$ cat config.mk
export PLATFORM = sky130hd
export DESIGN_NAME = decimal_string_multiplier
export DESIGN_NICKNAME = d
export VERILOG_FILES = /design/src/hw/rtl/dsm_pkg.sv /design/src/hw/rtl/dsm_operand_store.sv /design/src/hw/rtl/dsm_engine.sv /design/src/hw/rtl/decimal_string_multiplier.sv
export SDC_FILE = /design/constraint.sdc
export NUM_CORES = 1
export LEC_CHECK = 0
export BUFFER_PORTS_ARGS = -buffer_cell sky130_fd_sc_hd__buf_2
export CORE_ASPECT_RATIO = 0.6
export CORE_UTILIZATION = 35
export DETAILED_ROUTE_END_ITERATION = 10
export REMOVE_ABC_BUFFERS = 1
export SLEW_MARGIN = 25
export SYNTH_ARGS = -nofsm -noshare
export SYNTH_HDL_FRONTEND = slang
export SYNTH_SLANG_ARGS = --single-unit
export TNS_END_PERCENT = 30
$ cat constraint.sdc
create_clock -name clock -period 8.1 [get_ports clock]
set_input_delay 0.405 -clock clock [delete_from_list [all_inputs] [get_ports clock]]
set_output_delay 0.405 -clock clock [all_outputs]
set_load 0.02 [all_outputs]
$ cat src/hw/rtl/dsm_pkg.sv
// ----------------------------------------------------------------------------
// dsm_pkg
// Shared constants for the decimal string multiplier.
// ----------------------------------------------------------------------------
`default_nettype none

package dsm_pkg;

   localparam int MaxDigits = 32;

   // acc / 10 == (acc * Recip10) >> RecipShift for every acc below 16384
   localparam int Recip10    = 6554;
   localparam int RecipShift = 16;

   localparam logic [3:0] MaxDecDigit = 4'd9;

   localparam logic KindFirst  = 1'b0;
   localparam logic KindSecond = 1'b1;

endpackage

`default_nettype wire

$ cat src/hw/rtl/dsm_operand_store.sv
// ----------------------------------------------------------------------------
// dsm_operand_store
// Digit memory for one operand, MSB first, with length and completion flags.
// ----------------------------------------------------------------------------
`default_nettype none

module dsm_operand_store
   import dsm_pkg::*;
#(
   parameter int MAX_DIGITS = MaxDigits,
   localparam int LenW  = $clog2(MAX_DIGITS + 1),
   localparam int AddrW = (MAX_DIGITS > 1) ? $clog2(MAX_DIGITS) : 1
) (
   input  wire logic             clock,
   input  wire logic             reset,
   input  wire logic             wr_en,
   input  wire logic [3:0]       wr_digit,
   input  wire logic             wr_last,
   input  wire logic             clear,
   output logic      [LenW-1:0]  len,
   output logic                  complete,
   output logic                  drop,
   input  wire logic [AddrW-1:0] rd_addr,
   output logic      [3:0]       rd_data
);

   logic [3:0]      mem_ff [MAX_DIGITS];
   logic [3:0]      rd_data_ff;
   logic [LenW-1:0] len_ff;
   logic            complete_ff;
   logic            take;
   logic            room;

   assign take = wr_en && !complete_ff;
   assign room = len_ff < LenW'(MAX_DIGITS);
   assign drop = take && !room;

   always_ff @(posedge clock) begin
      if (reset) begin
         len_ff      <= '0;
         complete_ff <= 1'b0;
      end else if (clear) begin
         len_ff      <= '0;
         complete_ff <= 1'b0;
      end else if (take) begin
         if (room) begin
            len_ff <= len_ff + LenW'(1);
         end
         if (wr_last) begin
            complete_ff <= 1'b1;
         end
      end
   end

   always_ff @(posedge clock) begin
      if (take && room) begin
         mem_ff[len_ff[AddrW-1:0]] <= wr_digit;
      end
      rd_data_ff <= mem_ff[rd_addr];
   end

   assign len      = len_ff;
   assign complete = complete_ff;
   assign rd_data  = rd_data_ff;

endmodule

`default_nettype wire

$ cat src/hw/rtl/dsm_engine.sv
// ----------------------------------------------------------------------------
// dsm_engine
// Column-by-column decimal multiply: one digit product per term, carry
// split with a reciprocal multiply, product digits stored LSB first.
// ----------------------------------------------------------------------------
`default_nettype none

module dsm_engine
   import dsm_pkg::*;
#(
   parameter int MAX_DIGITS = MaxDigits,
   localparam int LenW  = $clog2(MAX_DIGITS + 1),
   localparam int AddrW = (MAX_DIGITS > 1) ? $clog2(MAX_DIGITS) : 1,
   localparam int PosW  = $clog2(2 * MAX_DIGITS),
   localparam int SumW  = PosW + 1,
   localparam int AccW  = $clog2(MAX_DIGITS * 90 + 1),
   localparam int MulW  = AccW + RecipShift
) (
   input  wire logic             clock,
   input  wire logic             reset,
   input  wire logic             start,
   input  wire logic [LenW-1:0]  len_a,
   input  wire logic [LenW-1:0]  len_b,
   output logic      [AddrW-1:0] a_addr,
   input  wire logic [3:0]       a_data,
   output logic      [AddrW-1:0] b_addr,
   input  wire logic [3:0]       b_data,
   input  wire logic [PosW-1:0]  rd_addr,
   output logic      [3:0]       rd_data,
   output logic                  done,
   output logic      [PosW-1:0]  top_pos
);

   typedef enum logic [2:0] {
      EN_IDLE, EN_COL, EN_FETCH, EN_MAC, EN_DIV, EN_WRITE
   } eng_state_type;

   eng_state_type   state_ff;
   logic [PosW-1:0] p_ff;
   logic [AddrW-1:0] a_ff;
   logic [AccW-1:0] acc_ff;
   logic [AccW-1:0] q_ff;
   logic [PosW-1:0] nz_ff;
   logic            done_ff;
   logic [3:0]      pmem_ff [2 * MAX_DIGITS];
   logic [3:0]      rd_data_ff;

   logic [SumW-1:0] p_w, la_w, lb_w, a_w;
   logic [SumW-1:0] a_lo, a_hi, a_idx, b_idx;
   logic            has_terms;
   logic            last_col;
   logic [7:0]      term;
   logic [MulW-1:0] qmul;
   logic [AccW-1:0] rem;
   logic [3:0]      digit;

   assign p_w  = SumW'(p_ff);
   assign la_w = SumW'(len_a);
   assign lb_w = SumW'(len_b);
   assign a_w  = SumW'(a_ff);

   // range of first-operand weights that land in column p
   assign a_lo      = (p_w >= lb_w) ? (p_w - lb_w + SumW'(1)) : '0;
   assign a_hi      = (p_w < la_w) ? p_w : (la_w - SumW'(1));
   assign has_terms = a_lo <= a_hi;
   assign last_col  = p_w == (la_w + lb_w - SumW'(1));

   // stores are MSB first, weights count from the LSB
   assign a_idx  = la_w - SumW'(1) - a_w;
   assign b_idx  = lb_w + a_w - p_w - SumW'(1);
   assign a_addr = a_idx[AddrW-1:0];
   assign b_addr = b_idx[AddrW-1:0];

   assign term  = a_data * b_data;
   assign qmul  = MulW'(acc_ff) * MulW'(Recip10);
   assign rem   = acc_ff - (q_ff << 3) - (q_ff << 1);
   assign digit = rem[3:0];

   always_ff @(posedge clock) begin
      if (reset) begin
         state_ff <= EN_IDLE;
         done_ff  <= 1'b0;
      end else begin
         done_ff <= 1'b0;
         case (state_ff)
            EN_IDLE: begin
               if (start) begin
                  p_ff     <= '0;
                  acc_ff   <= '0;
                  nz_ff    <= '0;
                  state_ff <= EN_COL;
               end
            end
            EN_COL: begin
               a_ff     <= a_lo[AddrW-1:0];
               state_ff <= has_terms ? EN_FETCH : EN_DIV;
            end
            EN_FETCH: begin
               state_ff <= EN_MAC;
            end
            EN_MAC: begin
               acc_ff <= acc_ff + AccW'(term);
               if (a_w == a_hi) begin
                  state_ff <= EN_DIV;
               end else begin
                  a_ff     <= a_ff + AddrW'(1);
                  state_ff <= EN_FETCH;
               end
            end
            EN_DIV: begin
               q_ff     <= qmul[RecipShift +: AccW];
               state_ff <= EN_WRITE;
            end
            EN_WRITE: begin
               acc_ff <= q_ff;
               if (digit != 4'd0) begin
                  nz_ff <= p_ff;
               end
               if (last_col) begin
                  done_ff  <= 1'b1;
                  state_ff <= EN_IDLE;
               end else begin
                  p_ff     <= p_ff + PosW'(1);
                  state_ff <= EN_COL;
               end
            end
            default: begin
               state_ff <= EN_IDLE;
            end
         endcase
      end
   end

   always_ff @(posedge clock) begin
      if (state_ff == EN_WRITE) begin
         pmem_ff[p_ff] <= digit;
      end
      rd_data_ff <= pmem_ff[rd_addr];
   end

   assign rd_data = rd_data_ff;
   assign done    = done_ff;
   assign top_pos = nz_ff;

endmodule

`default_nettype wire

$ cat src/hw/rtl/decimal_string_multiplier.sv
// Operand words load at one per cycle while req_ready is high. The multiply
// starts once both complete flags are set and start_ff is registered; each
// column runs a setup state, fetch and MAC per digit product, then divide
// and write. Each product word passes a read state before it is sent.
// Throughput: one operand pair at a time; no new word during multiply/output.
// Reset: synchronous, clears lengths, flags, overflow and all control state.
`default_nettype none

module decimal_string_multiplier
   import dsm_pkg::*;
#(
   parameter int MAX_DIGITS = MaxDigits
) (
   input  wire logic       clock,
   input  wire logic       reset,
   input  wire logic       req_valid,
   output logic            req_ready,
   input  wire logic       req_kind,
   input  wire logic [3:0] req_digit,
   input  wire logic       req_last,
   output logic            rsp_valid,
   input  wire logic       rsp_ready,
   output logic      [3:0] rsp_product_digit,
   output logic            rsp_last_res,
   output logic            rsp_overflow
);

   localparam int LenW  = $clog2(MAX_DIGITS + 1);
   localparam int AddrW = (MAX_DIGITS > 1) ? $clog2(MAX_DIGITS) : 1;
   localparam int PosW  = $clog2(2 * MAX_DIGITS);

   typedef enum logic [1:0] {ST_LOAD, ST_CALC, ST_READ, ST_SEND} state_type;

   state_type       state_ff;
   logic            start_ff;
   logic            rsp_valid_ff;
   logic            ovf_ff;
   logic [PosW-1:0] k_ff;

   logic             accept;
   logic [3:0]       digit_sat;
   logic             op_clear;
   logic [LenW-1:0]  len_a, len_b;
   logic             comp_a, comp_b, drop_a, drop_b;
   logic [AddrW-1:0] a_addr, b_addr;
   logic [3:0]       a_data, b_data;
   logic [3:0]       prod_data;
   logic             eng_done;
   logic [PosW-1:0]  eng_top;

   assign accept    = req_valid && req_ready;
   assign digit_sat = (req_digit > MaxDecDigit) ? MaxDecDigit : req_digit;
   assign req_ready = (state_ff == ST_LOAD) && !(comp_a && comp_b);
   assign op_clear  = (state_ff == ST_SEND) && rsp_ready && (k_ff == '0);

   dsm_operand_store #(.MAX_DIGITS(MAX_DIGITS)) u_store_a (
      .clock    (clock),
      .reset    (reset),
      .wr_en    (accept && (req_kind == KindFirst)),
      .wr_digit (digit_sat),
      .wr_last  (req_last),
      .clear    (op_clear),
      .len      (len_a),
      .complete (comp_a),
      .drop     (drop_a),
      .rd_addr  (a_addr),
      .rd_data  (a_data)
   );

   dsm_operand_store #(.MAX_DIGITS(MAX_DIGITS)) u_store_b (
      .clock    (clock),
      .reset    (reset),
      .wr_en    (accept && (req_kind == KindSecond)),
      .wr_digit (digit_sat),
      .wr_last  (req_last),
      .clear    (op_clear),
      .len      (len_b),
      .complete (comp_b),
      .drop     (drop_b),
      .rd_addr  (b_addr),
      .rd_data  (b_data)
   );

   dsm_engine #(.MAX_DIGITS(MAX_DIGITS)) u_engine (
      .clock   (clock),
      .reset   (reset),
      .start   (start_ff),
      .len_a   (len_a),
      .len_b   (len_b),
      .a_addr  (a_addr),
      .a_data  (a_data),
      .b_addr  (b_addr),
      .b_data  (b_data),
      .rd_addr (k_ff),
      .rd_data (prod_data),
      .done    (eng_done),
      .top_pos (eng_top)
   );

   always_ff @(posedge clock) begin
      if (reset) begin
         state_ff     <= ST_LOAD;
         start_ff     <= 1'b0;
         rsp_valid_ff <= 1'b0;
         ovf_ff       <= 1'b0;
         k_ff         <= '0;
      end else begin
         case (state_ff)
            ST_LOAD: begin
               start_ff <= 1'b0;
               if (drop_a || drop_b) begin
                  ovf_ff <= 1'b1;
               end
               if (comp_a && comp_b) begin
                  start_ff <= 1'b1;
                  state_ff <= ST_CALC;
               end
            end
            ST_CALC: begin
               start_ff <= 1'b0;
               if (eng_done) begin
                  // leading zeros skipped: start at the top nonzero digit
                  k_ff     <= eng_top;
                  state_ff <= ST_READ;
               end
            end
            ST_READ: begin
               rsp_valid_ff <= 1'b1;
               state_ff     <= ST_SEND;
            end
            ST_SEND: begin
               if (rsp_ready) begin
                  rsp_valid_ff <= 1'b0;
                  if (k_ff == '0) begin
                     ovf_ff   <= 1'b0;
                     state_ff <= ST_LOAD;
                  end else begin
                     k_ff     <= k_ff - PosW'(1);
                     state_ff <= ST_READ;
                  end
               end
            end
            default: begin
               state_ff <= ST_LOAD;
            end
         endcase
      end
   end

   assign rsp_valid         = rsp_valid_ff;
   assign rsp_product_digit = prod_data;
   assign rsp_last_res      = (k_ff == '0);
   assign rsp_overflow      = ovf_ff;

   a_no_overlap: assert property (@(posedge clock) disable iff (reset)
      !(req_ready && rsp_valid))
      else $error("input accepted while a product word is pending");

   a_done_in_calc: assert property (@(posedge clock) disable iff (reset)
      eng_done |-> (state_ff == ST_CALC))
      else $error("multiply finished outside the compute phase");

   a_ovf_steady: assert property (@(posedge clock) disable iff (reset)
      rsp_valid |-> $stable(ovf_ff))
      else $error("overflow flag changed during product output");

   a_start_after_load: assert property (@(posedge clock) disable iff (reset)
      start_ff |-> (comp_a && comp_b))
      else $error("multiply started without both operands complete");

endmodule

`default_nettype wire
==> results of run 1 <==
worst max-delay path, delay by kind of cell (launching register included):
kind	cells	cell delay, ps
buf+inv	5	280
flops	1	550
compound gates	3	680
fa+ha+maj	6	2400
simple gates	4	1160
metal layers:
| layer | vias up | GRT usage |
|---|---|---|
| met1 | 7814 | 0.242 |
| li1 | 7021 | - |
| met3 | 76 | 0.0352 |
| met5 | - | 0 |
| met4 | 0 | 0.0376 |
| met2 | 488 | 0.215 |
synthesized netlist by cell type (3+ instances only):
cell type / instances / share of area
a211oi_1: 17 / 0.0045
a21o_1: 12 / 0.0031
a21oi_1: 44 / 0.0077
a221oi_1: 4 / 0.0012
a22o_1: 3 / 0.00092
a31oi_1: 11 / 0.0024
and2_1: 14 / 0.0031
and3_1: 5 / 0.0011
buf_1: 9 / 0.0012
buf_2: 11 / 0.0019
buf_6: 4 / 0.0016
clkbuf_1: 46 / 0.0060
clkinv_1: 3 / 0.00039
dfxtp_1: 41 / 0.029
edfxtp_1: 550 / 0.58
fa_1: 56 / 0.039
ha_1: 164 / 0.072
inv_1: 170 / 0.022
mux2_2: 13 / 0.0051
mux2i_1: 13 / 0.0045
mux4_2: 150 / 0.12
nand2_1: 80 / 0.010
nand2b_1: 8 / 0.0017
nand3_1: 32 / 0.0056
nand4_1: 11 / 0.0024
nor2_1: 195 / 0.026
nor2b_1: 16 / 0.0035
nor3_1: 12 / 0.0021
nor3b_1: 3 / 0.00079
o211ai_1: 5 / 0.0013
o21a_1: 5 / 0.0013
o21ai_0: 36 / 0.0063
or3_1: 10 / 0.0022
or4_1: 5 / 0.0013
xnor2_1: 49 / 0.015
xor2_1: 24 / 0.0073
per-stage QoR:
step / power (mW) / area, sq um
global placement: 4.15 / 29900
finish: 6.67 / 31700
detailed placement: 4.17 / 29900
CTS: 6.74 / 31700
floorplan: 3.98 / 28300
global route: 6.93 / 31700
worst max path at each step:
| stage | endpoint | slack, ps |
|---|---|---|
| floorplan | u_engine.q_ff[8] | 3400 |
| global placement | u_engine.q_ff[8] | 2900 |
| detailed placement | u_engine.q_ff[8] | 2850 |
| CTS | u_engine.q_ff[8] | 2820 |
| global route | u_engine.q_ff[8] | 2510 |
| finish | u_engine.q_ff[8] | 2900 |
kinds of logic after synthesis:
kind of cell / share of synthesized area
flip-flops: 0.606
AND/OR/NAND/NOR: 0.0633
buffers and inverters: 0.0334
adder cells (fa/ha/maj): 0.111
multiplexers: 0.128
AO/OA/AOI/OAI: 0.0354
XOR/XNOR: 0.0229
cell type report:
class	instances	share of cell area
well taps	1066	0.0420
clock inverters	28	0.00931
clock buffers	72	0.0470
flip-flops and latches	591	0.547
multi-input cells	1032	0.328
diodes	2	0.000158
inverters	173	0.0205
repair buffers	33	0.00647
sequential cells by signal, summed over array words and instances, names as in the netlist:
signal,cells
u_engine.p_ff,6
u_store_b.mem_ff,128
rsp_valid,1
u_engine.pmem_ff,256
u_engine.q_ff,9
state_ff,2
u_store_a.rd_data,4
rsp_overflow,1
u_engine.acc_ff,12
u_store_b.len,6
k_ff,6
u_engine.rd_data,4
u_engine.top_pos,6
u_store_b.complete,1
u_store_a.mem_ff,128
u_engine.state_ff,3
start_ff,1
u_store_b.rd_data,4
u_engine.done,1
u_engine.a_ff,5
u_store_a.len,6
u_store_a.complete,1
power breakdown:
part | internal (mW) | switching [mW] | leakage [nW] | total [mW]
clock network | 1.43 | 1.14 | 0.868 | 2.57
registers | 3.33 | 0.0272 | 5.31 | 3.36
logic | 0.329 | 0.416 | 4.75 | 0.746
==> flow_metrics.tcl, run 1 <==
set metrics [dict create \
    status "completed" \
    p_leak_nw 10.9 \
    via_count 15399 \
    routed_wl_um 62700 \
    worstHoldStart "req_last" \
    skew_ps 35.6 \
    clockBufferDepth 3 \
    reg2reg_to "u_engine.q_ff[8]" \
    avgRoutedWirePerCell_um 20.9 \
    cts_max_level 2 \
    worstSetupStartpointType "flip-flop" \
    cellPowerDensity_nw_per_um2 210 \
    setup_tns_ps 0 \
    cp_data_required_time_ps 8560 \
    drive_above_1_share 0.156 \
    final_util 0.396 \
    synth_edf_count 550 \
    hold_path.class "primary input to flip-flop" \
    crit_arrival_ps 5660 \
    synthCells 1866 \
    ys_types 62 \
    crit_type "flip-flop to flip-flop" \
    place.port_buffers 17 \
    setup_violations 0 \
    cts_buffers 54 \
    cts.sinks 591 \
    root_buffer "clkbuf_16" \
    top_layer "met4" \
    dr_wl_met2_um 25900 \
    post-route-min-period_ps 5200 \
    die_area_sq_um 82900 \
    drt-pass1-iter-count 5 \
    grt_pass1_wl_um 97900 \
    path_clk_slew_ps 60 \
    initial_core_util 0.357 \
    cts_resized 0 \
    drv_slew 0 \
    grt_max_degree 68 \
    hold_buffers 0 \
    fp.dieH_um 223 \
    yosys_register_bits 591 \
    synthArstFlopShare 0 \
    rrSetupSlack_ps 2900 \
    place_inst 2895 \
    final_cell_mix "edfxtp_1 (550), nor2_1 (194), inv_1 (169)" \
    slew_headroom 0.372 \
    seq_area_frac_synth 0.606 \
    place_ws_ps 2850 \
    crit_top_cell "inv_1" \
    multiInputGateArea_sq_um 10400 \
    crit_start "u_engine.acc_ff[1]" \
    core-area_sq_um 80200 \
    fmax_mhz 192 \
    grt_pass1_vias 15878 \
    end_kind "flip-flop" \
    overflow 0 \
    wl_met3_um 4780 \
    fin_crit_sh 0.642 \
    whs_endpoint "u_store_a.complete" \
    cts_tree "yes" \
    worst_slew_pin_slew_ps 943 \
    timing.hold.ws_ps 94.6 \
    final_cell_count_no_fill 2997 \
    critPathMaxStageDelay_ps 550 \
    dpl.hpwl_um 43200 \
    antenna_left 0 \
    cp_max_fo 8 \
    drt-met1-wl_um 30900 \
    syn_area_sq_um 28600 \
    post-cts-setup-buffers 0 \
    area.growth.synth_to_final_pct 10.9 \
    antenna_found_initial 2 \
    chipWidth_um 371 \
    ff2ff_path_depth 18 \
    place.gp.congestion 0.852 \
    drt-vias-per-instance 5.14 \
    path_cells "ha_1 > inv_1 > ha_1 > inv_1 > fa_1 > inv_1 > fa_1 > inv_1 > fa_1 > inv_1 > ha_1 > a211oi_1 > nor2_1 > or4_1 > o21ai_1 > o21ai_1 > or4_1 > nand3_1" \
    io_pins 18 \
    rsz0062_at_grt "no" \
    min_path_cells 3 \
    drt_iter0_markers 1414 \
    fill_cells 7269 \
    syn_avg_cell_area_sq_um 15.3 \
    drc 0 \
    ir_drop_mv 0.168 \
    maxCapViolations 0 \
    setup_slack_ps 2900 \
    critPathSlowestCell "edfxtp_1" \
    synth_ff_type "edfxtp_1" \
    seqCellArea_sq_um 17300 \
    layout.cells.most_common "edfxtp_1" \
    insertion_delay_ps 640 \
    hold_viol 0 \
    timing.rr.start "u_engine.acc_ff[1]" \
    yosysWarnings 0 \
    final_nets 2115 \
    grt_usage 0.155 \
    rows 80 \
]
No activity file was read; power rests on OpenSTA's default activity.
==> inputs of run 2 (changes only) <==
Settings changed: ABC_AREA set to 1.
Clock period 8.1 ns to 5.3 ns, I/O delays scaled along.
==> flow_metrics.tcl, run 2 <==
set metrics [dict create \
    final_nets 2925 \
    p_total_mw 14.1 \
    diodes 0 \
    fmax_mhz 198 \
    syn_avg_cell_area_sq_um 10.9 \
    placed_area_sq_um 30800 \
    grt_pass1_vias 18476 \
    synth_edf_count 550 \
    rows 82 \
    setup_violations 0 \
    place.port_buffers 17 \
    final_cell_mix "edfxtp_1 (550), nor2_1 (450), nand2_1 (286)" \
    p_leak_nw 12.2 \
    layout.cells.most_common "edfxtp_1" \
    initial_core_util 0.354 \
    path_clk_slew_ps 70 \
    seq_area_frac_synth 0.587 \
    largest_register "u_engine.pmem_ff" \
    design_area_sq_um 32600 \
    avgRoutedWirePerCell_um 18.8 \
    io_pins 18 \
    synth_ff_type "edfxtp_1" \
    synth_common_cells "edfxtp_1 (550), nor2_1 (453), nand2_1 (287)" \
    cts_tree "yes" \
    final_util 0.391 \
    ys_types 55 \
    grt_pass1_wl_um 112000 \
    synthArstFlopShare 0 \
    yosysWarnings 0 \
    status "completed" \
    insertion_delay_ps 630 \
    worstSetupStartpointType "flip-flop" \
    cp_max_fo 8 \
    maxCapViolations 0 \
    skew_ps 18.7 \
    routed_wl_um 72700 \
    ir_drop_mv 0.444 \
    cts.sinks 591 \
    synthCells 2701 \
    rsz0062_at_grt "no" \
    critPathMaxStageDelay_ps 570 \
    cts_buffers 54 \
    post-route-min-period_ps 5040 \
    crit_arrival_ps 5410 \
    grt_usage 0.169 \
    cts_max_level 2 \
    netlist.area_leader.share 0.559 \
    synth_area_leaders "edfxtp_1 (56%), ha_1 (6.9%), nor2_1 (5.8%)" \
    slew_headroom 0.352 \
    overflow 0 \
    worst_slew_pin_slew_ps 971 \
    fp.dieH_um 227 \
    core-area_sq_um 83500 \
    hold_viol 0 \
    largest_reg_flops 256 \
    antenna_found_initial 0 \
    syn_area_sq_um 29500 \
    end_kind "flip-flop" \
    drv_slew 0 \
    critPathSlowestCell "edfxtp_1" \
    path_cells "ha_1 > xor2_1 > ha_1 > a21o_1 > fa_1 > fa_1 > inv_1 > fa_1 > inv_1 > ha_1 > nand2_1 > nor2_1 > nand4_1 > o21ai_0 > nand2_1 > o21ai_0 > xor2_1" \
    drc 0 \
    fin_crit_sh 0.952 \
    place.gp.congestion 0.878 \
    yosys_register_bits 591 \
    drt_iter0_markers 2195 \
    area.growth.synth_to_final_pct 10.4 \
    post-cts-setup-buffers 0 \
    chipWidth_um 377 \
    dpl.hpwl_um 48700 \
    antenna_left 0 \
    drt-vias-per-instance 5.10 \
    clockBufferDepth 3 \
    grt_max_degree 90 \
    hold_path.class "primary input to flip-flop" \
    cp_data_required_time_ps 5660 \
    setup_tns_ps 0 \
    via_count 19755 \
    drive_above_1_share 0.0664 \
    root_buffer "clkbuf_16" \
    crit_type "flip-flop to flip-flop" \
    yosysMostFrequentCell "edfxtp_1" \
    cellPowerDensity_nw_per_um2 432 \
    drt-pass1-iter-count 5 \
    yosys.area.top_type "edfxtp_1" \
    die_area_sq_um 85600 \
]
==> run 2: cell types whose count changed in the layout (fill, tap and decap cells not counted), moves of 21 or more <==
cell | before | now
o221ai_1 | 0 | 41
nand3_1 | 32 | 98
nand2_1 | 80 | 286
o22ai_1 | 2 | 49
inv_1 | 169 | 273
mux4_2 | 150 | 0
nor2_1 | 194 | 450
o21ai_0 | 36 | 285
o32ai_1 | 0 | 21
xnor2_1 | 46 | 11
==> run 2: what timing repair did <==
action	CTS	global route
gates resized for setup	0	0
hold buffers	4	0
hold endpoints to repair	10	0
==> run 2: worst paths after layout <==
check / start / depth (start not counted) / slack, ps / to
worst max-delay path: u_engine.acc_ff[1] / 17 / 260 / u_engine.q_ff[8]
worst min-delay path: req_valid / 5 / 140 / u_store_b.complete
worst max register to register: u_engine.acc_ff[1] / 17 / 260 / u_engine.q_ff[8]
worst min register to register: u_store_a.complete / 2 / 500 / u_store_a.complete
==> run 2: cell families (layout without fill, tap and decap cells) <==
kind of cell               after synthesis  after routing  synth area share
and+or+nand+nor                        901            901             0.125
DFF                                    591            591             0.587
AOI/OAI and AO/OA                      520            520             0.102
buffers and inverters                  395            435            0.0539
adders and majority gates              220            220             0.107
xor gates and xnor gates                42             42            0.0138
muxes                                   32             32            0.0110
==> run 2: metal layers <==
| metal | GRT usage | vias to the layer above | wire, um |
|---|---|---|---|
| li1 | - | 9419 | - |
| met1 | 0.284 | 9501 | 38400 |
| met2 | 0.211 | 758 | 26700 |
| met3 | 0.0403 | 77 | 6760 |
| met4 | 0.0317 | 0 | 888 |
| met5 | 0 | - | 0 |
==> run 2: per-stage QoR <==
step	cells	setup slack, ps	hold slack [ps]
after floorplan	2594	563	334
after global placement	3768	482	480
after detailed placement	3769	329	482
after CTS	3875	326	89.6
after global routing	3875	33.0	142
final	3875	256	137
==> run 2: final cells by class <==
type	instances	area, sq um
clock inverter	22	203
fill	8067	50900
sequential	591	17300
clock buffer	80	1590
inverter	288	1080
multi-input combinational	1715	10700
tap	1134	1420
timing repair buffer	45	313
==> run 2: critical path, delay by kind of cell, from the launching register on <==
family | cells | cell delay [ps]
xor+xnor | 2 | 270
fa+ha+maj | 6 | 2370
buf+inv | 2 | 90
compound gates | 3 | 990
flops | 1 | 570
simple gates | 4 | 510
==> run 2: where the power goes <==
group	switching [mW]	internal (mW)
clock	1.78	2.23
sequential	0.113	5.46
combinational	2.91	1.60
total	4.80	9.29
